File: src/hdl/tsf_ram.sv
// Generic single-port-write, single-port-read RAM with registered read data.
`default_nettype none

module tsf_ram #(
  parameter int WIDTH = 8,
  parameter int DEPTH = 64,
  parameter int AW    = (DEPTH > 1) ? $clog2(DEPTH) : 1
) (
  input  wire logic             clk,
  input  wire logic             wr_en,
  input  wire logic [AW-1:0]    wr_addr,
  input  wire logic [WIDTH-1:0] wr_data,
  input  wire logic             rd_en,
  input  wire logic [AW-1:0]    rd_addr,
  output logic      [WIDTH-1:0] rd_data
);

  logic [WIDTH-1:0] mem [DEPTH];

  // Write port.
  always_ff @(posedge clk) begin
    if (wr_en) begin
      mem[wr_addr] <= wr_data;
    end
  end

  // Registered read port; data holds while no read is issued.
  always_ff @(posedge clk) begin
    if (rd_en) begin
      rd_data <= mem[rd_addr];
    end
  end

endmodule

`default_nettype wire

File: config.mk
export PLATFORM = sky130hd
export DESIGN_NAME = tsf_ram
export DESIGN_NICKNAME = d
export VERILOG_FILES = /design/src/hdl/tsf_ram.sv
export SDC_FILE = /design/constraint.sdc
export NUM_CORES = 1
export LEC_CHECK = 0
export BUFFER_PORTS_ARGS = -buffer_cell sky130_fd_sc_hd__buf_2
export CORE_MARGIN = 2
export CORE_UTILIZATION = 45
export DETAILED_ROUTE_END_ITERATION = 8
export GPL_TIMING_DRIVEN = 0
export MAX_ROUTING_LAYER = met4
export PLACE_DENSITY = 0.63
export SLEW_MARGIN = 20
export SYNTH_ARGS = -nofsm -noshare
export SYNTH_HDL_FRONTEND = slang
export SYNTH_SLANG_ARGS = --single-unit
export TNS_END_PERCENT = 30
File: constraint.sdc
create_clock -name clk -period 2.7 [get_ports clk]
set_clock_uncertainty 0.2 [all_clocks]
set_input_delay 0.54 -clock clk [delete_from_list [all_inputs] [get_ports clk]]
set_output_delay 0.54 -clock clk [all_outputs]
set_load 0.01 [all_outputs]
==> out/metrics.cfg, run 1 <==
[finish]
fillCellCount=3508
final_common_cell=edfxtp_1
drive_above_1_share_pct=25.2
area_growth_pct=12.1
nets=1037
final_area_um2=22700
seqCellArea_um2=15600
final_cell_mix=520 x edfxtp_1, 126 x mux4_2, 83 x nor2_1
multi_input_area_um2=4330

[worst_setup_path]
cp.required_ns=2.79
r2r_cells=5
crit_type=in -> reg
r2r_end=rd_data[6]
crit_path_end_kind=flip-flop
reg2reg_from=mem[20][6]
worst-path-max-fanout=10
startpoint_type=input port
reg2reg_slack_ns=0.21
arrival_ns=2.80

[clock_tree]
htreeDepth=2
clock_latency_ns=0.59
cts.sinks=520
post_cts_buffers=0
cts_buffers=50
cts-root-buf=clkbuf_16
cts_buffer_depth=3
cts_tree=built
clk_pin_slew_ns=0.06
holdBufCountCts=0

[grt]
antenna_found_initial=2
first_global_vias=9772
grt_pass1_wl_mm=69.1
gr-total-overflow=0
grt_max_degree=65
grt_usage_pct=21.6

[timing]
finalWorstSetupSlack_ns=-0.0115
setup_viol=2
slew-limit-headroom_pct=29.2
slew_viol_final=0
tightest_slew_ns=1.06
max_freq_mhz=369
timing.final.crit_share_pct=100
hold_violations=0
period_needed_ns=2.71
rsz0062_at_grt=false

[synthesis]
ys_warn_count=0
syn_inst=940
seq_area_frac_synth_pct=77.1
synth.distinct_cells=39
synth_nets=963
ys_ff_latch=520
syn_area_um2=20200
avgSynthCellArea_um2=21.5

[detailed_routing]
drc=0
ant_nets=0
num_vias=9855
wl_per_cell_um=29.0
drtIter0Drc=1409
wl_mm=47.8
drt-pass1-iter-count=7
viasPerCell=5.98

[placed_design]
place_area_um2=21100
place.gp.congestion=0.899
dp_hpwl_mm=30.1
portBuffers=22
post-place-ws_ns=-1.02

[pwr]
vdd_drop_max_uv=396
powerDensity_nw_per_um2=726
p_leak_nw=7.01

[run]
max_cap_violations=0

[floorplan]
dieArea_um2=46700
boundaryPins=31
die_w_um=216
rows=77
fp.dieH_um=216
start_util_pct=45.7
core_um2=44300

[min_path]
hold_path_startpoint=rd_en
min_path_cells=1
hold_class=in -> reg
min_to=rd_data[5]

[outcome]
failed_checks=negative setup slack
status=complete, but fails checks

-- power by group --
| group | leakage (nW) | switching, W | internal (W) | total (W) |
|---|---|---|---|---|
| clock | 0.745 | 0.00287 | 0.00375 | 0.00662 |
| combinational | 1.58 | 0.000570 | 0.000319 | 0.000890 |
| sequential | 4.69 | 0.0000135 | 0.00895 | 0.00897 |
-- worst max path at each step --
stage	startpoint	end	slack [ns]
global route	rd_addr[1]	rd_data[5]	0.003
CTS	rd_addr[4]	rd_data[0]	0.005
global placement	rd_addr[2]	rd_data[7]	-1.01
finish	rd_addr[1]	rd_data[6]	-0.01
detailed placement	rd_addr[2]	rd_data[7]	-1.02
floorplan	rd_addr[1]	rd_data[3]	0.15
-- through the flow --
| step | instances | hold slack (ns) | setup TNS (ns) | utilization (%) | power, W |
|---|---|---|---|---|---|
| 2_1_floorplan | 940 | 0.439 | 0 | - | 0.00962 |
| 3_3_place_gp | 1554 | 0.751 | -80.47 | 47.6 | 0.0100 |
| 3_5_place_dp | 1554 | 0.752 | -107.45 | 47.6 | 0.0100 |
| 4_1_cts | 1645 | 0.134 | 0 | 51.2 | 0.0166 |
| 5_1_grt | 1647 | 0.144 | 0 | 51.2 | 0.0169 |
| 6_report | 1647 | 0.145 | -0.0148 | 51.2 | 0.0165 |
-- flip-flops by register name, summed over array words and instances, names as in the netlist --
register  count
mem         512
rd_data       8
-- final cells by class --
| cell class | count | area share, % |
|---|---|---|
| clock inverter | 25 | 0.694 |
| timing repair buffer | 22 | 0.573 |
| clock buffer | 66 | 6.06 |
| buffer | 51 | 1.54 |
| sequential | 520 | 68.8 |
| tap | 592 | 3.26 |
| multi-input combinational | 369 | 19.1 |
| antenna | 2 | 0.0220 |
-- critical path, cell delays in order --
cell,delay (ns)
buf_4,0.17
buf_2,0.26
clkdlybuf4s15_2,0.45
nand2_1,0.25
o221ai_1,0.15
nor2_1,0.23
nor3_1,0.12
o32ai_1,0.60
-- metal layers --
layer  track usage, %  wire (um)  vias up
li1                 -          -     4089
met1             30.9      20700     5257
met2             32.0      22300      441
met3             3.73       3640       68
met4             6.71       1190        0
met5                -          0        -
-- cell families (layout without fill, tap and decap cells) --
group / Yosys count / after routing / share of synthesized area (%)
compound gates: 54 / 54 / 2.06
flops: 520 / 520 / 77.1
mux: 162 / 162 / 15.9
buf+inv: 51 / 164 / 1.56
other cells: 0 / 2 / 0
simple gates: 153 / 153 / 3.37
-- cell usage after synthesis --
cell type,instances,area [um^2]
nor4_1,2,12.5
nand3_1,13,65.1
buf_12,2,40.0
nand2_1,19,71.3
a2111oi_0,2,17.5
o22ai_1,8,50.1
nand4_1,2,12.5
buf_2,11,55.1
o221ai_1,8,70.1
nand4b_1,1,8.76
buf_1,4,15.0
nand2b_1,7,43.8
nor2_1,83,312
o41ai_1,2,17.5
o311ai_1,1,8.76
a221oi_1,6,52.6
mux2_2,13,146
nor3_1,7,35.0
o221a_2,2,22.5
o2bb2ai_1,3,26.3
o2111ai_1,3,26.3
or3_1,1,6.26
mux4_2,126,2840
mux2i_1,23,230
a21oi_1,3,15.0
o21a_1,2,15.0
a22oi_1,3,22.5
o32ai_1,2,17.5
edfxtp_1,520,15600
buf_6,4,45.0
o21ai_1,2,10.0
a211oi_1,4,30.0
clkbuf_1,17,63.8
and2_1,1,6.26
o21ai_0,2,10.0
buf_4,13,97.6
nor2b_1,14,87.6
a31oi_1,1,6.26
nand3b_1,3,22.5
-- repair_timing --
item                                    CTS  global route
resized for setup                        14             6
endpoints found under the setup margin    8             5
hold endpoints to repair                  0             0
pin swaps                                 0             0
Power figures use the tool's default switching activity.
==> inputs of run 2 (changes only) <==
- clock period: 2.7 -> 3.15 ns (I/O delays scaled with it)
==> run 2 against run 1 <==
- the run now ends clean
- die area unchanged
- critical path type unchanged
- critical path depth decreased by 1
- register-to-register slack improved by 0.50 ns
- via count decreased by 1.1%
- clock-buffer cell count unchanged
- non-clock buffer count decreased by 1
- worst hold slack improved by 0.087 ns
- sequential share of layout area increased by 0.11 points
- utilization decreased by 0.082 points
- cell area decreased by 0.16%
- sequential cell count unchanged
- global-route usage decreased by 0.074 points
==> out/metrics.cfg, run 2 (synthesis results as in run 1) <==
[detailed_routing]
num_vias=9748
drt-pass1-iter-count=7
wl_mm=47.6
viasPerCell=5.92
drc=0
drtIter0Drc=1343
ant_nets=0
wl_per_cell_um=28.9

[timing]
timing.final.crit_share_pct=98.5
period_needed_ns=3.10
max_freq_mhz=322
slew_viol_final=0
hold_violations=0
rsz0062_at_grt=false
tightest_slew_ns=1.04
slew-limit-headroom_pct=30.7
setup-tns-final_ns=0
setup_viol=0

[pwr]
vdd_drop_max_uv=339
powerDensity_nw_per_um2=623
swShare_pct=21.0
p_comb_share_pct=5.4
p_clk_share_pct=40.2
p_sw_w=0.00296
intPower_w=0.0112
p_leak_nw=6.98
power_frac_seq_pct=54.4

[finish]
regMostFlops=mem
multi_input_area_um2=4330
drive_above_1_share_pct=24.5
reg_top3=mem x512, rd_data x8
finalNonFillerCells=1646
final_cell_mix=520 x edfxtp_1, 126 x mux4_2, 83 x nor2_1
area_growth_pct=12.0
seqCellArea_um2=15600
fillCellCount=3507
largest_register_ffs=512
nets=1036
final_common_cell=edfxtp_1

[worst_setup_path]
path_cells=buf_4, buf_2, buf_2, mux4_2, mux4_2, o21ai_0, nand2_1
critPathSlowestCell=mux4_2
startpoint=rd_addr[1]
crit_type=in -> reg
crit_path_end_kind=flip-flop
timing.critical_path.max_delay_family=buffers and inverters
reg2reg_from=mem[55][7]
cp_num_buf_inv=3
cp.required_ns=3.25
arrival_ns=3.21
worst-path-max-fanout=10
startpoint_type=input port
max_stage_delay_ns=0.52

[clock_tree]
post_cts_buffers=0
cts.sinks=520
htreeDepth=2
cts-root-buf=clkbuf_16
cts_buffers=50
cts_tree=built
clock_latency_ns=0.59
cts_buffer_depth=3
clk_pin_slew_ns=0.06

[placed_design]
place.gp.congestion=0.899
dp_cells=1554
dp_hpwl_mm=30.1
portBuffers=22

[min_path]
hold_path_startpoint=rd_en
hold_class=in -> reg

[floorplan]
boundaryPins=31
core_um2=44300
dieArea_um2=46700
fp.dieH_um=216
start_util_pct=45.7
rows=77
die_w_um=216

[grt]
grt_usage_pct=21.5
grt_max_degree=65
gr-total-overflow=0
first_global_vias=9764
grt_pass1_wl_mm=68.9
antenna_found_initial=2

[outcome]
status=finished, final reports clean

[run]
max_cap_violations=0

[run 2: cell count changes in the layout (fill, tap and decap cells not counted), moves of 2 or more]
cell      previous run  this run
buf_4               28        21
buf_1                2         4
buf_2               19        25
clkbuf_1            25        29
clkbuf_2             5         0
[run 2: routing by layer]
metal  share of wire (%)  up-vias  GRT usage [%]
li1                    -     4086              -
met1                  43     5154           30.8
met2                  46      437           31.7
met3                 7.9       71           3.87
met4                 2.4        0           6.78
met5                   0        -              -
[run 2: worst register-to-register path, delay by kind of cell, from the launching register on]
family           cells  cell delay [ns]
multiplexers         2             1.04
AND/OR/NAND/NOR      1             0.17
flip-flops           1             0.36
AO/OA/AOI/OAI        1             0.41
[run 2: final cells by class]
type,instances,share of cell area (%)
Multi-Input combinational cell,369,19.1
Tap cell,592,3.27
Sequential cell,520,68.9
Timing Repair Buffer,22,0.574
Clock buffer,66,6.07
Clock inverter,25,0.696
Antenna cell,2,0.0221
Buffer,50,1.38
[run 2: timing repair]
item | in CTS | in global routing
hold buffers | 0 | 0
setup endpoints to repair | 1 | 3
gates resized for setup | 0 | 1
hold endpoints to repair | 0 | 0
[run 2: stage by stage]
step	instance area [um^2]	hold slack, ns	util, %	worst slack [ns]	total power, W
after floorplan	20200	0.529	-	0.514	0.00824
after global placement	21100	0.760	47.6	-0.650	0.00858
after detailed placement	21100	0.752	47.6	-0.662	0.00859
after CTS	22600	0.224	51.1	0.0481	0.0142
after global routing	22700	0.234	51.1	0.0417	0.0145
final	22700	0.232	51.1	0.0473	0.0141
[run 2: final timing paths]
path / endpoint / slack [ns] / cells after the start
hold reg to reg: rd_data[7] / 0.76 / 4
setup reg to reg: rd_data[7] / 0.71 / 4
hold / removal: rd_data[5] / 0.23 / 1
setup / recovery: rd_data[7] / 0.05 / 7
[run 2: power by group through the flow]
stage	sequential (W)	clock (W)	combinational, W
2_1_floorplan	0.00784	0	0.000408
3_3_place_gp	0.00783	0	0.000745
3_5_place_dp	0.00784	0	0.000755
4_1_cts	0.00769	0.00575	0.000756
5_1_grt	0.00769	0.00603	0.000799
6_report	0.00769	0.00568	0.000757
