`config.mk`:
```
export PLATFORM = sky130hd
export DESIGN_NAME = tsf_seq
export DESIGN_NICKNAME = d
export VERILOG_FILES = /design/src/hdl/tsf_pkg.sv /design/src/hdl/tsf_seq.sv
export SDC_FILE = /design/constraint.sdc
export NUM_CORES = 1
export LEC_CHECK = 0
export BUFFER_PORTS_ARGS = -buffer_cell sky130_fd_sc_hd__clkbuf_2
export CAP_MARGIN = 20
export CORE_AREA = 2 2 157 159
export CTS_BUF_LIST = sky130_fd_sc_hd__clkbuf_16
export DETAILED_ROUTE_END_ITERATION = 8
export DIE_AREA = 0 0 159 161
export GPL_ROUTABILITY_DRIVEN = 1
export PLACE_DENSITY = 0.52
export RECOVER_POWER = 25
export SLEW_MARGIN = 40
export SYNTH_ARGS = -nofsm -noshare
export SYNTH_HDL_FRONTEND = slang
export SYNTH_SLANG_ARGS = --single-unit
```
`constraint.sdc`:
```
create_clock -name clk -period 8.45 [get_ports clk]
set_clock_uncertainty 0.1 [all_clocks]
set_input_delay 1.69 -clock clk [delete_from_list [all_inputs] [get_ports clk]]
set_output_delay 1.69 -clock clk [all_outputs]
set_load 0.02 [all_outputs]
```
`src/hdl/tsf_pkg.sv`:
```
// Shared types, codes and sizes for the topic subscription fanout block.
`default_nettype none

package tsf_pkg;

  // Default number of table entries.
  localparam int TSF_TABLE_DEPTH = 64;

  // Field widths.
  localparam int TOPIC_W = 64;
  localparam int IP_W    = 32;
  localparam int PORT_W  = 16;
  localparam int KIND_W  = 2;

  // One table entry: topic key, then address and port.
  localparam int ENTRY_W = TOPIC_W + IP_W + PORT_W;

  // Request type codes.
  localparam logic REQ_SUBSCRIBE = 1'b0;
  localparam logic REQ_PUBLISH   = 1'b1;

  // Result kind codes.
  localparam logic [KIND_W-1:0] KIND_SUBSCRIBED = 2'd0;
  localparam logic [KIND_W-1:0] KIND_FULL       = 2'd1;
  localparam logic [KIND_W-1:0] KIND_FORWARD    = 2'd2;
  localparam logic [KIND_W-1:0] KIND_NONE       = 2'd3;

  // Incoming request.
  typedef struct packed {
    logic               req_type;
    logic [TOPIC_W-1:0] topic_key;
    logic [IP_W-1:0]    sub_ip;
    logic [PORT_W-1:0]  sub_port;
  } tsf_in_t;

  // Outgoing result.
  typedef struct packed {
    logic [KIND_W-1:0] kind;
    logic [IP_W-1:0]   dest_ip;
    logic [PORT_W-1:0] dest_port;
    logic              last;
  } tsf_out_t;

  // Result handed from the sequencer to the output register.
  typedef struct packed {
    logic     valid;
    tsf_out_t res;
  } tsf_push_t;

  // Sequencer states.
  typedef enum logic [1:0] {
    ST_IDLE,
    ST_SCAN,
    ST_FINISH
  } tsf_state_t;

endpackage

`default_nettype wire

```
`src/hdl/tsf_seq.sv`:
```
// Sequencer: appends subscriptions and scans the table for each publish.
`default_nettype none

module tsf_seq #(
  parameter int TABLE_DEPTH = tsf_pkg::TSF_TABLE_DEPTH,
  parameter int AW          = (TABLE_DEPTH > 1) ? $clog2(TABLE_DEPTH) : 1,
  parameter int CW          = $clog2(TABLE_DEPTH + 1)
) (
  input  wire logic                         clk,
  input  wire logic                         rst_n,
  input  wire logic                         in_valid,
  input  wire tsf_pkg::tsf_in_t             in_data,
  output logic                              in_stall,
  input  wire logic                         can_push,
  output tsf_pkg::tsf_push_t                push,
  output logic                              wr_en,
  output logic [AW-1:0]                     wr_addr,
  output logic [tsf_pkg::ENTRY_W-1:0]       wr_data,
  output logic                              rd_en,
  output logic [AW-1:0]                     rd_addr,
  input  wire logic [tsf_pkg::ENTRY_W-1:0]  rd_data
);

  import tsf_pkg::*;

  tsf_state_t                 state_r, state_nxt;
  logic [CW-1:0]              count_r, count_nxt;
  logic [AW-1:0]              idx_r, idx_nxt;
  logic [TOPIC_W-1:0]         key_r, key_nxt;
  logic [KIND_W-1:0]          kind_r, kind_nxt;
  logic                       pend_valid_r, pend_valid_nxt;
  logic [IP_W+PORT_W-1:0]     pend_dest_r, pend_dest_nxt;

  logic                       accept;
  logic                       match;
  logic                       last_idx;
  logic [TOPIC_W-1:0]         rd_topic;
  logic [IP_W+PORT_W-1:0]     rd_dest;

  assign rd_topic = rd_data[ENTRY_W-1 -: TOPIC_W];
  assign rd_dest  = rd_data[IP_W+PORT_W-1:0];
  assign match    = (rd_topic == key_r);
  assign last_idx = ({{(CW-AW){1'b0}}, idx_r} == (count_r - CW'(1)));

  assign in_stall = (state_r != ST_IDLE);
  assign accept   = in_valid && (state_r == ST_IDLE);

  // Control state registers.
  always_ff @(posedge clk) begin
    if (!rst_n) begin
      state_r      <= ST_IDLE;
      count_r      <= '0;
      pend_valid_r <= 1'b0;
    end else begin
      state_r      <= state_nxt;
      count_r      <= count_nxt;
      pend_valid_r <= pend_valid_nxt;
    end
  end

  // Working registers of the current request.
  always_ff @(posedge clk) begin
    idx_r       <= idx_nxt;
    key_r       <= key_nxt;
    kind_r      <= kind_nxt;
    pend_dest_r <= pend_dest_nxt;
  end

  // Next state, memory accesses and result pushes.
  always_comb begin
    state_nxt      = state_r;
    count_nxt      = count_r;
    idx_nxt        = idx_r;
    key_nxt        = key_r;
    kind_nxt       = kind_r;
    pend_valid_nxt = pend_valid_r;
    pend_dest_nxt  = pend_dest_r;
    wr_en          = 1'b0;
    wr_addr        = count_r[AW-1:0];
    wr_data        = {in_data.topic_key, in_data.sub_ip, in_data.sub_port};
    rd_en          = 1'b0;
    rd_addr        = '0;
    push           = '0;

    case (state_r)
      ST_IDLE: begin
        if (accept) begin
          if (in_data.req_type == REQ_SUBSCRIBE) begin
            // Append while there is room, otherwise report a full table.
            if (count_r < CW'(TABLE_DEPTH)) begin
              wr_en     = 1'b1;
              count_nxt = count_r + CW'(1);
              kind_nxt  = KIND_SUBSCRIBED;
            end else begin
              kind_nxt  = KIND_FULL;
            end
            pend_valid_nxt = 1'b0;
            state_nxt      = ST_FINISH;
          end else begin
            // Start the scan at the oldest entry.
            key_nxt        = in_data.topic_key;
            kind_nxt       = KIND_NONE;
            pend_valid_nxt = 1'b0;
            idx_nxt        = '0;
            if (count_r == '0) begin
              state_nxt = ST_FINISH;
            end else begin
              rd_en     = 1'b1;
              state_nxt = ST_SCAN;
            end
          end
        end
      end

      ST_SCAN: begin
        // A new match sends the held one out, which needs the output register.
        if (!(match && pend_valid_r && !can_push)) begin
          if (match) begin
            if (pend_valid_r) begin
              push.valid         = 1'b1;
              push.res.kind      = KIND_FORWARD;
              push.res.dest_ip   = pend_dest_r[IP_W+PORT_W-1:PORT_W];
              push.res.dest_port = pend_dest_r[PORT_W-1:0];
              push.res.last      = 1'b0;
            end
            pend_valid_nxt = 1'b1;
            pend_dest_nxt  = rd_dest;
          end
          if (last_idx) begin
            state_nxt = ST_FINISH;
          end else begin
            idx_nxt = idx_r + AW'(1);
            rd_en   = 1'b1;
            rd_addr = idx_r + AW'(1);
          end
        end
      end

      ST_FINISH: begin
        // Final result: the held match, or the status of the request.
        if (can_push) begin
          push.valid = 1'b1;
          push.res.last = 1'b1;
          if (pend_valid_r) begin
            push.res.kind      = KIND_FORWARD;
            push.res.dest_ip   = pend_dest_r[IP_W+PORT_W-1:PORT_W];
            push.res.dest_port = pend_dest_r[PORT_W-1:0];
          end else begin
            push.res.kind = kind_r;
          end
          pend_valid_nxt = 1'b0;
          state_nxt      = ST_IDLE;
        end
      end

      default: begin
        state_nxt = ST_IDLE;
      end
    endcase
  end

endmodule

`default_nettype wire

```
==> results.sh, run 1 <==
export IMPL_cp_max_fo=49
export IMPL_synth_area_per_cell_sq_um=12.81
export IMPL_p_per_area_mw_per_mm2=203.1
export IMPL_path_clk_slew_ns=0.07
export IMPL_clk_path_buf_depth=2
export IMPL_ios=408
export IMPL_vdd_ir_drop_max_mv=0.1193
export IMPL_die_w_um=159
export IMPL_totalWireLength_um=17860
export IMPL_place_gp_congestion=0.7666
export IMPL_dr_pass1_iters=6
export IMPL_setup_worst_path_class="in -> out"
export IMPL_whs_path_depth=2
export IMPL_synth_net_count=741
export IMPL_worst_pin_slew_ns=0.7055
export IMPL_ant_nets=0
export IMPL_min_delay_path_class="reg -> reg"
export IMPL_max_slew_margin_pct=52.97
export IMPL_grt_overflow=0
export IMPL_finalSetupViolCount=0
export IMPL_worstHoldStart="state_r[0]"
export IMPL_port_buffers=311
export IMPL_rows=57
export IMPL_clk_latency_ns=0.41
export IMPL_synth_seq_cells=130
export IMPL_grt_pass1_vias=4390
export IMPL_path_common_cell="clkbuf_2"
export IMPL_holdWs_ns=0.3926
export IMPL_period_needed_ns=6.297
export IMPL_netSwitchingPower_w=0.0004162
export IMPL_synth_main_ff_cell="edfxtp_1"
export IMPL_setup_slack_ns=2.153
export IMPL_clock_root_buffer="clkbuf_16"
export IMPL_p_int_w=0.001212
export IMPL_hold_end="state_r[0]"
export IMPL_routed_via_count=4219
export IMPL_start_util_pct=27.00
export IMPL_cp_required_ns=6.66
export IMPL_grt_pass1_wl_um=25940
export IMPL_synth_simple_area_share_pct=10.67
export IMPL_combPwrFrac_pct=10.8
export IMPL_start_kind="input pin"
export IMPL_power_frac_clock_pct=43.4
export IMPL_track_usage_pct=13.77
export IMPL_cts_sinks=130
export IMPL_wl_per_cell_um=17.09
export IMPL_fin_crit_sh_pct=74.52
export IMPL_post_place_ws_ns=1.978
export IMPL_finalSetupTns_ns=0
export IMPL_drcViolationCount=0
export IMPL_synthAdderAreaFrac_pct=1.354
export IMPL_worstReg2RegEnd="pend_dest_r[16]"
export IMPL_sw_frac_of_total_pct=25.56
export IMPL_r2r_start="key_r[9]"
export IMPL_grt_max_degree=66
export IMPL_synth_xor_area_share_pct=10.56
export IMPL_cts_setup_buffers=0
export IMPL_viasPerCell=4.037
export IMPL_synthesis_area_sq_mm=0.006470
export IMPL_syn_instance_count=505
export IMPL_die_area_sq_mm=0.02560
export IMPL_reg2reg_depth=7
export IMPL_critPathSlowestCell="o2111a_2"
export IMPL_cts_hold_buf=0
export IMPL_rsz0062_at_grt="no"
export IMPL_synth_cell_type_count=43
export IMPL_htree_levels=4
export IMPL_die_h_um=161
export IMPL_arrival_ns=4.51
export IMPL_yosys_warnings=0
export IMPL_async_reset_ff_share_pct=0
export IMPL_core_area_sq_mm=0.02396
export IMPL_layout_nets=943
export IMPL_total_power_w=0.001628
export IMPL_slew_violations=0
export IMPL_status="complete, no violations"
export IMPL_max_freq_ghz=0.1588
export IMPL_synth_edf_count=120
export IMPL_cts_tree="built"
export IMPL_layout_drive_gt1_share_pct=43.47
export IMPL_dp_final_hpwl_um=14550
export IMPL_cp_end_kind="output pin"
export IMPL_cts_buffers=17
export IMPL_drt_iter0_drc=166
export IMPL_synth_compound_area_share_pct=2.939
export IMPL_synth_seq_area_share_pct=58.79
export IMPL_synth_top_family_by_area="buffers and inverters"
export IMPL_path_cells="clkbuf_2 -> xor2_1 -> nor4_1 -> nand4_1 -> nor4_2 -> and2_4 -> o2111a_2 -> and2_1 -> clkbuf_2"
export IMPL_area_growth_pct=23.94
export IMPL_hold_viol_final=0
export IMPL_cts_resized=0
export IMPL_slowest_delay_ns=0.65
export IMPL_r2r_slack_ns=5.24
export IMPL_drv_cap=0
export IMPL_p_leak_nw=3.436
export IMPL_seqPwrFrac_pct=45.8
export IMPL_synthMuxAreaShare_pct=0.3094
export IMPL_antenna_found_initial=1
## cell usage in the layout (no fill, tap or decap), types with 2 or more instances in the layout
cell type / instances
xor2_1: 73
ha_1: 7
and3_1: 2
inv_1: 12
xnor2_1: 5
nand3_1: 3
a21oi_1: 4
and2_1: 48
dfxtp_1: 10
clkbuf_16: 17
edfxtp_1: 120
clkinvlp_4: 4
clkinv_4: 2
nand2_1: 7
or2_2: 2
inv_6: 5
nor2_1: 24
mux2i_1: 2
a21o_1: 2
clkbuf_2: 272
o31ai_1: 2
a211oi_2: 2
clkbuf_1: 39
o21ai_0: 2
a31oi_1: 3
nand4_1: 9
nor4_1: 16
nor3_1: 3
## critical path: cells and delay by family
| family | cells | cell delay, ns |
|---|---|---|
| AOI/OAI and AO/OA | 1 | 0.65 |
| xor gates and xnor gates | 1 | 0.13 |
| buffers and inverters | 2 | 0.25 |
| and+or+nand+nor | 5 | 1.73 |
## metrics by stage
stage / utilization, % / instances / cell area, sq um
3_3_place_gp: 31.31 / 1012 / 7502
3_5_place_dp: 31.31 / 1012 / 7502
5_1_grt: 33.45 / 1044 / 8016
6_report: 33.46 / 1045 / 8019
2_1_floorplan: - / 505 / 6470
4_1_cts: 33.64 / 1044 / 8061
## sequential cells by signal (all words and copies together) (netlist names)
signal	flops
count_r	7
idx_r	6
key_r	64
kind_r	2
pend_dest_r	48
pend_valid_r	1
state_r	2
## metal layers
layer	vias to the layer above	GRT usage (%)	part of all wire (%)
met4	0	5.455	2.7
met5	-	0	0
li1	2042	-	-
met3	31	7.165	11
met2	247	24.21	50
met1	1899	13.83	36
## area by class of cell
cell class	instances	area (sq um)
Clock inverter	15	133.9
Antenna cell	1	2.502
Fill cell	2473	15940
Inverter	11	41.29
Multi-Input combinational cell	234	1680
Sequential cell	130	3804
Timing Repair Buffer	313	1526
Clock buffer	17	425.4
Tap cell	324	405.4
## kinds of logic after synthesis
logic type                 Yosys count
xor gates and xnor gates            78
muxes                                2
and+or+nand+nor                    122
DFF                                130
adders and majority gates            7
buffers and inverters              141
AOI/OAI and AO/OA                   25
## power groups by stage
| stage | Combinational, W | Clock [W] | Sequential (W) |
|---|---|---|---|
| after floorplan | 0.000149 | 0 | 0.000757 |
| after CTS | 0.000182 | 0.000731 | 0.000747 |
| after global routing | 0.000194 | 0.000758 | 0.000749 |
| after detailed placement | 0.000181 | 0 | 0.000761 |
| final | 0.000175 | 0.000707 | 0.000747 |
| after global placement | 0.000179 | 0 | 0.000760 |
## synth_stat cells (all sizes together) (4+ instances only)
| cell type | number | share of area, % |
|---|---|---|
| a21oi | 4 | 0.31 |
| and2 | 49 | 4.8 |
| buf | 124 | 14 |
| clkbuf | 6 | 0.39 |
| dfxtp | 10 | 3.1 |
| edfxtp | 120 | 56 |
| ha | 7 | 1.4 |
| inv | 11 | 0.64 |
| nand2 | 7 | 0.41 |
| nand4 | 9 | 0.87 |
| nor2 | 24 | 1.4 |
| nor4 | 17 | 1.7 |
| xnor2 | 5 | 0.68 |
| xor2 | 73 | 9.9 |
## worst max path at each step
stage	end	slack [ns]	cells past startpoint	start
after floorplan	pend_dest_r[0]	2.96	6	rd_data[67]
after global placement	push[32]	2.03	9	rd_data[57]
after detailed placement	push[32]	1.98	9	rd_data[91]
after CTS	push[32]	1.97	9	rd_data[91]
after global routing	push[32]	1.77	9	rd_data[57]
final	push[33]	2.15	9	rd_data[57]
(Power assumes the default switching activity.)
==> inputs of run 2 (changes only) <==
--- a/config.mk
+++ b/config.mk
@@ -5,14 +5,15 @@
 export SDC_FILE = /design/constraint.sdc
 export NUM_CORES = 1
 export LEC_CHECK = 0
+export ABC_AREA = 1
 export BUFFER_PORTS_ARGS = -buffer_cell sky130_fd_sc_hd__clkbuf_2
 export CAP_MARGIN = 20
-export CORE_AREA = 2 2 157 159
+export CORE_AREA = 2 2 158 160
 export CTS_BUF_LIST = sky130_fd_sc_hd__clkbuf_16
 export DETAILED_ROUTE_END_ITERATION = 8
-export DIE_AREA = 0 0 159 161
+export DIE_AREA = 0 0 160 162
 export GPL_ROUTABILITY_DRIVEN = 1
-export PLACE_DENSITY = 0.52
+export PLACE_DENSITY = 0.54
 export RECOVER_POWER = 25
 export SLEW_MARGIN = 40
 export SYNTH_ARGS = -nofsm -noshare
==> constraint.sdc (replaced) <==
create_clock -name clk -period 6.3 [get_ports clk]
set_clock_uncertainty 0.1 [all_clocks]
set_input_delay 1.26 -clock clk [delete_from_list [all_inputs] [get_ports clk]]
set_output_delay 1.26 -clock clk [all_outputs]
set_load 0.02 [all_outputs]
==> run 2 against run 1 <==
- clock power is 44% higher
- critical path depth is 6 higher
- sequential power is 45% higher
- count of clock-buffer cells in the layout stayed put
- hold slack better by 0.027 ns
- critical path type unchanged
- largest power group unchanged
- highest routed layer unchanged
==> results.sh, run 2 <==
export IMPL_start_kind="input pin"
export IMPL_synthesis_area_sq_mm=0.007129
export IMPL_grt_max_degree=66
export IMPL_cts_tree="built"
export IMPL_dp_final_hpwl_um=14040
export IMPL_yosysTopAreaCell="edfxtp_1"
export IMPL_synth_cell_type_count=31
export IMPL_final_cell_mix="clkbuf_2 (257), inv_1 (128), nand2_1 (124), edfxtp_1 (120), nor2_1 (90)"
export IMPL_cp_required_ns=4.94
export IMPL_crit_path_start="rd_data[58]"
export IMPL_r2r_slack_ns=3.79
export IMPL_yosys_warnings=0
export IMPL_htree_levels=4
export IMPL_crit_buf_inv=4
export IMPL_synth_area_per_cell_sq_um=9.506
export IMPL_port_buffers=311
export IMPL_async_reset_ff_share_pct=0
export IMPL_clock_root_buffer="clkbuf_16"
export IMPL_layout_drive_gt1_share_pct=33.30
export IMPL_hold_viol_final=0
export IMPL_ios=408
export IMPL_synth_top_cell_area_share_pct=50.54
export IMPL_cts_hold_buf=0
export IMPL_synth_most_common_cell="inv_1"
export IMPL_synth_edf_count=120
export IMPL_final_common_cell="clkbuf_2"
export IMPL_worstReg2RegEnd="idx_r[3]"
export IMPL_cp_end_kind="output pin"
export IMPL_synth_main_ff_cell="edfxtp_1"
export IMPL_critPathCapture="push[6]"
export IMPL_min_delay_path_class="reg -> reg"
export IMPL_die_h_um=162
export IMPL_dr_pass1_iters=4
export IMPL_antenna_cells=0
export IMPL_core_area_sq_mm=0.02411
export IMPL_die_area_sq_mm=0.02592
export IMPL_reg2reg_depth=6
export IMPL_period_needed_ns=4.910
export IMPL_max_freq_ghz=0.2037
export IMPL_path_clk_slew_ns=0.06
export IMPL_totalWireLength_um=18020
export IMPL_regMostFlops="key_r"
export IMPL_status="complete, no violations"
export IMPL_final_instance_count_excl_fill=1291
export IMPL_path_depth=15
export IMPL_syn_instance_count=750
export IMPL_vdd_ir_drop_max_mv=0.1822
export IMPL_drv_cap=0
export IMPL_layout_nets=1190
export IMPL_rows=57
export IMPL_routed_via_count=5246
export IMPL_cts_resized=0
export IMPL_clk_latency_ns=0.42
export IMPL_clk_path_buf_depth=2
export IMPL_synth_seq_area_share_pct=53.35
export IMPL_cts_sinks=130
export IMPL_ant_nets=0
export IMPL_start_util_pct=29.58
export IMPL_finalSetupViolCount=0
export IMPL_die_w_um=160
export IMPL_arrival_ns=3.55
export IMPL_cts_buffers=17
export IMPL_area_growth_pct=21.99
export IMPL_worst_pin_slew_ns=0.6801
export IMPL_drt_iter0_drc=257
export IMPL_p_leak_nw=4.170
export IMPL_place_gp_congestion=0.7927
export IMPL_setup_worst_path_class="in -> out"
export IMPL_path_cells="clkbuf_2 -> inv_1 -> nand2_1 -> nand2_1 -> nor2_1 -> nand2_1 -> nor2_1 -> nand2_1 -> nor2_2 -> nand2_2 -> nor2_4 -> nand4_4 -> buf_4 -> a21oi_1 -> clkbuf_2"
export IMPL_synth_net_count=986
export IMPL_cts_setup_buffers=0
export IMPL_slowest_delay_ns=0.43
export IMPL_viasPerCell=4.064
export IMPL_fin_crit_sh_pct=77.94
export IMPL_grt_overflow=0
export IMPL_grt_pass1_vias=4970
export IMPL_track_usage_pct=13.53
export IMPL_max_slew_margin_pct=54.66
export IMPL_largest_reg_flops=64
export IMPL_synthTopCellsByArea="edfxtp_1 (51%), buf_4 (12%), inv_1 (6.7%)"
export IMPL_antenna_found_initial=0
export IMPL_finalSetupTns_ns=0
export IMPL_p_per_area_mw_per_mm2=300.0
export IMPL_dp_cells=1259
export IMPL_top_regs="key_r (64), pend_dest_r (48), count_r (7)"
export IMPL_wl_per_cell_um=13.96
export IMPL_synth_seq_cells=130
export IMPL_cp_top_family="simple AND/OR/NAND/NOR gates"
export IMPL_cp_max_fo=27
export IMPL_critPathSlowestCell="nand4_4"
export IMPL_slew_violations=0
export IMPL_r2r_start="state_r[0]"
export IMPL_rsz0062_at_grt="no"
export IMPL_ys_top_cells_by_count="inv_1 (128), nand2_1 (124), edfxtp_1 (120)"
export IMPL_grt_pass1_wl_um=26630
export IMPL_nFillCells=2565
export IMPL_path_common_cell="nand2_1"
export IMPL_drcViolationCount=0
[run 2: cell families after synthesis]
logic type	Yosys count	synth area share [%]
and+or+nand+nor	246	14.13
AOI/OAI and AO/OA	68	5.967
xor gates and xnor gates	40	4.914
adders and majority gates	7	1.228
buffers and inverters	259	20.41
DFF	130	53.35
[run 2: per-stage QoR]
step / total power (W) / setup slack, ns / hold WS [ns] / cell area, sq um / utilization (%)
finish: 0.002609 / 1.390 / 0.4192 / 8697 / 36.08
global route: 0.002746 / 1.044 / 0.4979 / 8697 / 36.08
CTS: 0.002655 / 1.317 / 0.4259 / 8765 / 36.36
detailed placement: 0.001617 / 1.309 / 0.4178 / 8167 / 33.88
global placement: 0.001613 / 1.359 / 0.4017 / 8163 / 33.86
floorplan: 0.001500 / 0.4921 / 0.3750 / 7129 / -
[run 2: final cells by class]
cell class | instances | area, sq um | area share [%]
Sequential cell | 130 | 3804 | 43.73
Multi-Input combinational cell | 361 | 1883 | 21.65
Timing Repair Buffer | 315 | 1523 | 17.51
Inverter | 129 | 484.2 | 5.568
Clock buffer | 17 | 425.4 | 4.891
Tap cell | 324 | 405.4 | 4.661
Clock inverter | 15 | 172.7 | 1.985
[run 2: worst min-delay path by stage]
stage / to / slack, ns / depth (start not counted) / startpoint
floorplan: state_r[1] / 0.37 / 2 / state_r[1]
global placement: state_r[1] / 0.40 / 2 / state_r[1]
detailed placement: state_r[1] / 0.42 / 2 / state_r[1]
CTS: state_r[1] / 0.43 / 2 / state_r[1]
global route: state_r[1] / 0.50 / 2 / state_r[1]
finish: state_r[1] / 0.42 / 2 / state_r[1]
[run 2: worst min-delay path: stages (launching register included)]
cell and delay, ns:
dfxtp_1 0.31, inv_1 0.09, a21oi_1 0.07
[run 2: layer usage]
metal  global-route usage, %  vias up  wire length (um)
met1                   14.43     2343              6567
met4                   6.716        0               662
met2                   24.93      169              9774
met3                   3.396       70              1013
met5                       0        -                 0
li1                        -     2664                 -
[run 2: report_power, final]
group	switching, W	total (W)	internal (W)
clock	0.000426	0.00102	0.000597
sequential	0.0000391	0.00108	0.00104
combinational	0.000325	0.000504	0.000179
total	0.000790	0.00261	0.00182
==> inputs of run 3 (changes only) <==
--- a/config.mk
+++ b/config.mk
@@ -13,7 +13,7 @@
 export DETAILED_ROUTE_END_ITERATION = 8
 export DIE_AREA = 0 0 160 162
 export GPL_ROUTABILITY_DRIVEN = 1
-export PLACE_DENSITY = 0.54
+export PLACE_DENSITY = 0.57
 export RECOVER_POWER = 25
 export SLEW_MARGIN = 40
 export SYNTH_ARGS = -nofsm -noshare
==> constraint.sdc (replaced) <==
create_clock -name clk -period 3.9 [get_ports clk]
set_clock_uncertainty 0.1 [all_clocks]
set_input_delay 0.78 -clock clk [delete_from_list [all_inputs] [get_ports clk]]
set_output_delay 0.78 -clock clk [all_outputs]
set_load 0.02 [all_outputs]
==> run 3 against run 2 <==
- largest cell class unchanged
- count of clock-buffer cells in the layout is the same
- sequential cell count unchanged
- register-to-register slack got worse by 2.4 ns
- total power rose by 59%
- sequential share of layout area fell by 0.088 points
- critical path depth unchanged
- hold slack improved by 0.012 ns
==> results.sh, run 3 (synthesis results as in run 2) <==
export IMPL_status="complete, no violations"
export IMPL_core_area_sq_mm=0.02411
export IMPL_reg2reg_depth=8
export IMPL_netSwitchingPower_w=0.001279
export IMPL_largest_reg_flops=64
export IMPL_final_core_util_pct=36.15
export IMPL_drt_iter0_drc=305
export IMPL_cp_end_kind="output pin"
export IMPL_worstHoldStart="state_r[1]"
export IMPL_grtUsageMet1_pct=15.53
export IMPL_path_clk_slew_ns=0.06
export IMPL_final_instance_count_excl_fill=1292
export IMPL_final_cell_mix="clkbuf_2 (259), inv_1 (128), nand2_1 (124), edfxtp_1 (120), nor2_1 (90)"
export IMPL_max_freq_ghz=0.2848
export IMPL_fin_crit_sh_pct=90.02
export IMPL_dp_final_hpwl_um=14330
export IMPL_arrival_ns=2.63
export IMPL_p_per_area_mw_per_mm2=476.6
export IMPL_track_usage_pct=13.90
export IMPL_vdd_ir_drop_max_mv=0.2677
export IMPL_finalSetupTns_ns=0
export IMPL_cts_setup_buffers=0
export IMPL_nFillCells=2565
export IMPL_grt_pass1_wl_um=27540
export IMPL_met3_usage_pct=3.320
export IMPL_port_buffers=311
export IMPL_hold_viol_final=0
export IMPL_die_h_um=162
export IMPL_p_leak_nw=4.176
export IMPL_cts_resized=0
export IMPL_antenna_found_initial=1
export IMPL_use_met2_pct=24.79
export IMPL_combPwrFrac_pct=20.0
export IMPL_power_frac_clock_pct=37.9
export IMPL_cts_hold_buf=0
export IMPL_dp_cells=1259
export IMPL_cts_tree="built"
export IMPL_rows=57
export IMPL_start_util_pct=29.58
export IMPL_totalWireLength_um=18230
export IMPL_dr_pass1_iters=4
export IMPL_cts_sinks=130
export IMPL_cp_required_ns=3.02
export IMPL_place_gp_congestion=0.7831
export IMPL_clk_path_buf_depth=2
export IMPL_htree_levels=4
export IMPL_worst_pin_slew_ns=0.6084
export IMPL_max_slew_margin_pct=59.28
export IMPL_drv_cap=0
export IMPL_grt_pass1_vias=5207
export IMPL_seqPwrFrac_pct=42.1
export IMPL_regMostFlops="key_r"
export IMPL_slew_violations=0
export IMPL_rsz0062_at_grt="no"
export IMPL_top_regs="key_r (64), pend_dest_r (48), count_r (7)"
export IMPL_clk_latency_ns=0.41
export IMPL_sw_frac_of_total_pct=30.80
export IMPL_top_usage_layer="met2"
export IMPL_finalSetupViolCount=0
export IMPL_cts_buffers=17
export IMPL_routed_via_count=5252
export IMPL_grt_overflow=0
export IMPL_r2r_start="count_r[0]"
export IMPL_setup_worst_path_class="in -> out"
export IMPL_ios=408
export IMPL_die_area_sq_mm=0.02592
export IMPL_cp_max_fo=50
export IMPL_drcViolationCount=0
export IMPL_start_kind="input pin"
export IMPL_whs_path_depth=2
export IMPL_clock_root_buffer="clkbuf_16"
export IMPL_min_delay_path_class="reg -> reg"
export IMPL_area_growth_pct=22.24
export IMPL_period_needed_ns=3.511
export IMPL_final_common_cell="clkbuf_2"
export IMPL_wl_per_cell_um=14.11
export IMPL_crit_path_start="rd_data[71]"
export IMPL_grt_max_degree=57
export IMPL_ant_nets=0
export IMPL_viasPerCell=4.065
export IMPL_die_w_um=160
export IMPL_layout_nets=1190
export IMPL_p_int_w=0.002874
export IMPL_layout_drive_gt1_share_pct=33.51
[run 3: changes by cell type in the layout (fill, tap and decap cells not counted), sizes merged]
cell / previous run / this run
bufinv: 2 / 1
clkinv: 6 / 7
diode: 0 / 1
[run 3: path summary, 6_finish.rpt]
path | end | slack (ns)
worst max-delay path | push[19] | 0.39
worst min-delay path | state_r[1] | 0.43
worst max register to register | idx_r[2] | 1.44
worst min register to register | state_r[1] | 0.43
[run 3: metal layers]
layer	routed length, um	part of all wire [%]
met1	7042	39
met2	9523	52
met3	1011	5.5
met4	657	3.6
met5	0	0
[run 3: through the flow]
step           setup WS, ns  power [W]  hold slack [ns]  instance area, sq um
6_report             0.3893   0.004153           0.4310                  8715
5_1_grt             0.08318   0.004391           0.4047                  8715
4_1_cts              0.3175   0.004226           0.4189                  8777
3_5_place_dp         0.3211   0.002626           0.4254                  8207
3_3_place_gp         0.3777   0.002614           0.4045                  8207
2_1_floorplan       0.05115   0.002420           0.3750                  7137
[run 3: power groups by stage]
stage	Clock [W]	Combinational, W	Sequential, W
after floorplan	0	0.000652	0.00177
after global placement	0	0.000840	0.00177
after detailed placement	0	0.000848	0.00178
after CTS	0.00162	0.000853	0.00175
after global routing	0.00169	0.000936	0.00176
final	0.00158	0.000829	0.00175
[run 3: worst max-delay path, stage by stage]
cell and delay (ns):
clkbuf_2 0.09, inv_1 0.04, nand2_1 0.04, nand2_1 0.04, nor2_1 0.11, nand2_1 0.07
nor2_1 0.18, nand2_1 0.09, nor2_2 0.21, nand2_2 0.14, nor2_4 0.12, nand4_4 0.09
buf_12 0.22, a21oi_1 0.19, clkbuf_2 0.20
[run 3: area by class of cell]
cell class | count | area, sq um | area share [%]
flip-flops and latches | 130 | 3804 | 43.65
well taps | 324 | 405.4 | 4.652
inverters | 129 | 484.2 | 5.556
clock buffers | 17 | 425.4 | 4.882
clock inverters | 15 | 145.1 | 1.665
repair buffers | 315 | 1559 | 17.89
multi-input cells | 361 | 1889 | 21.68
diodes | 1 | 2.502 | 0.02871
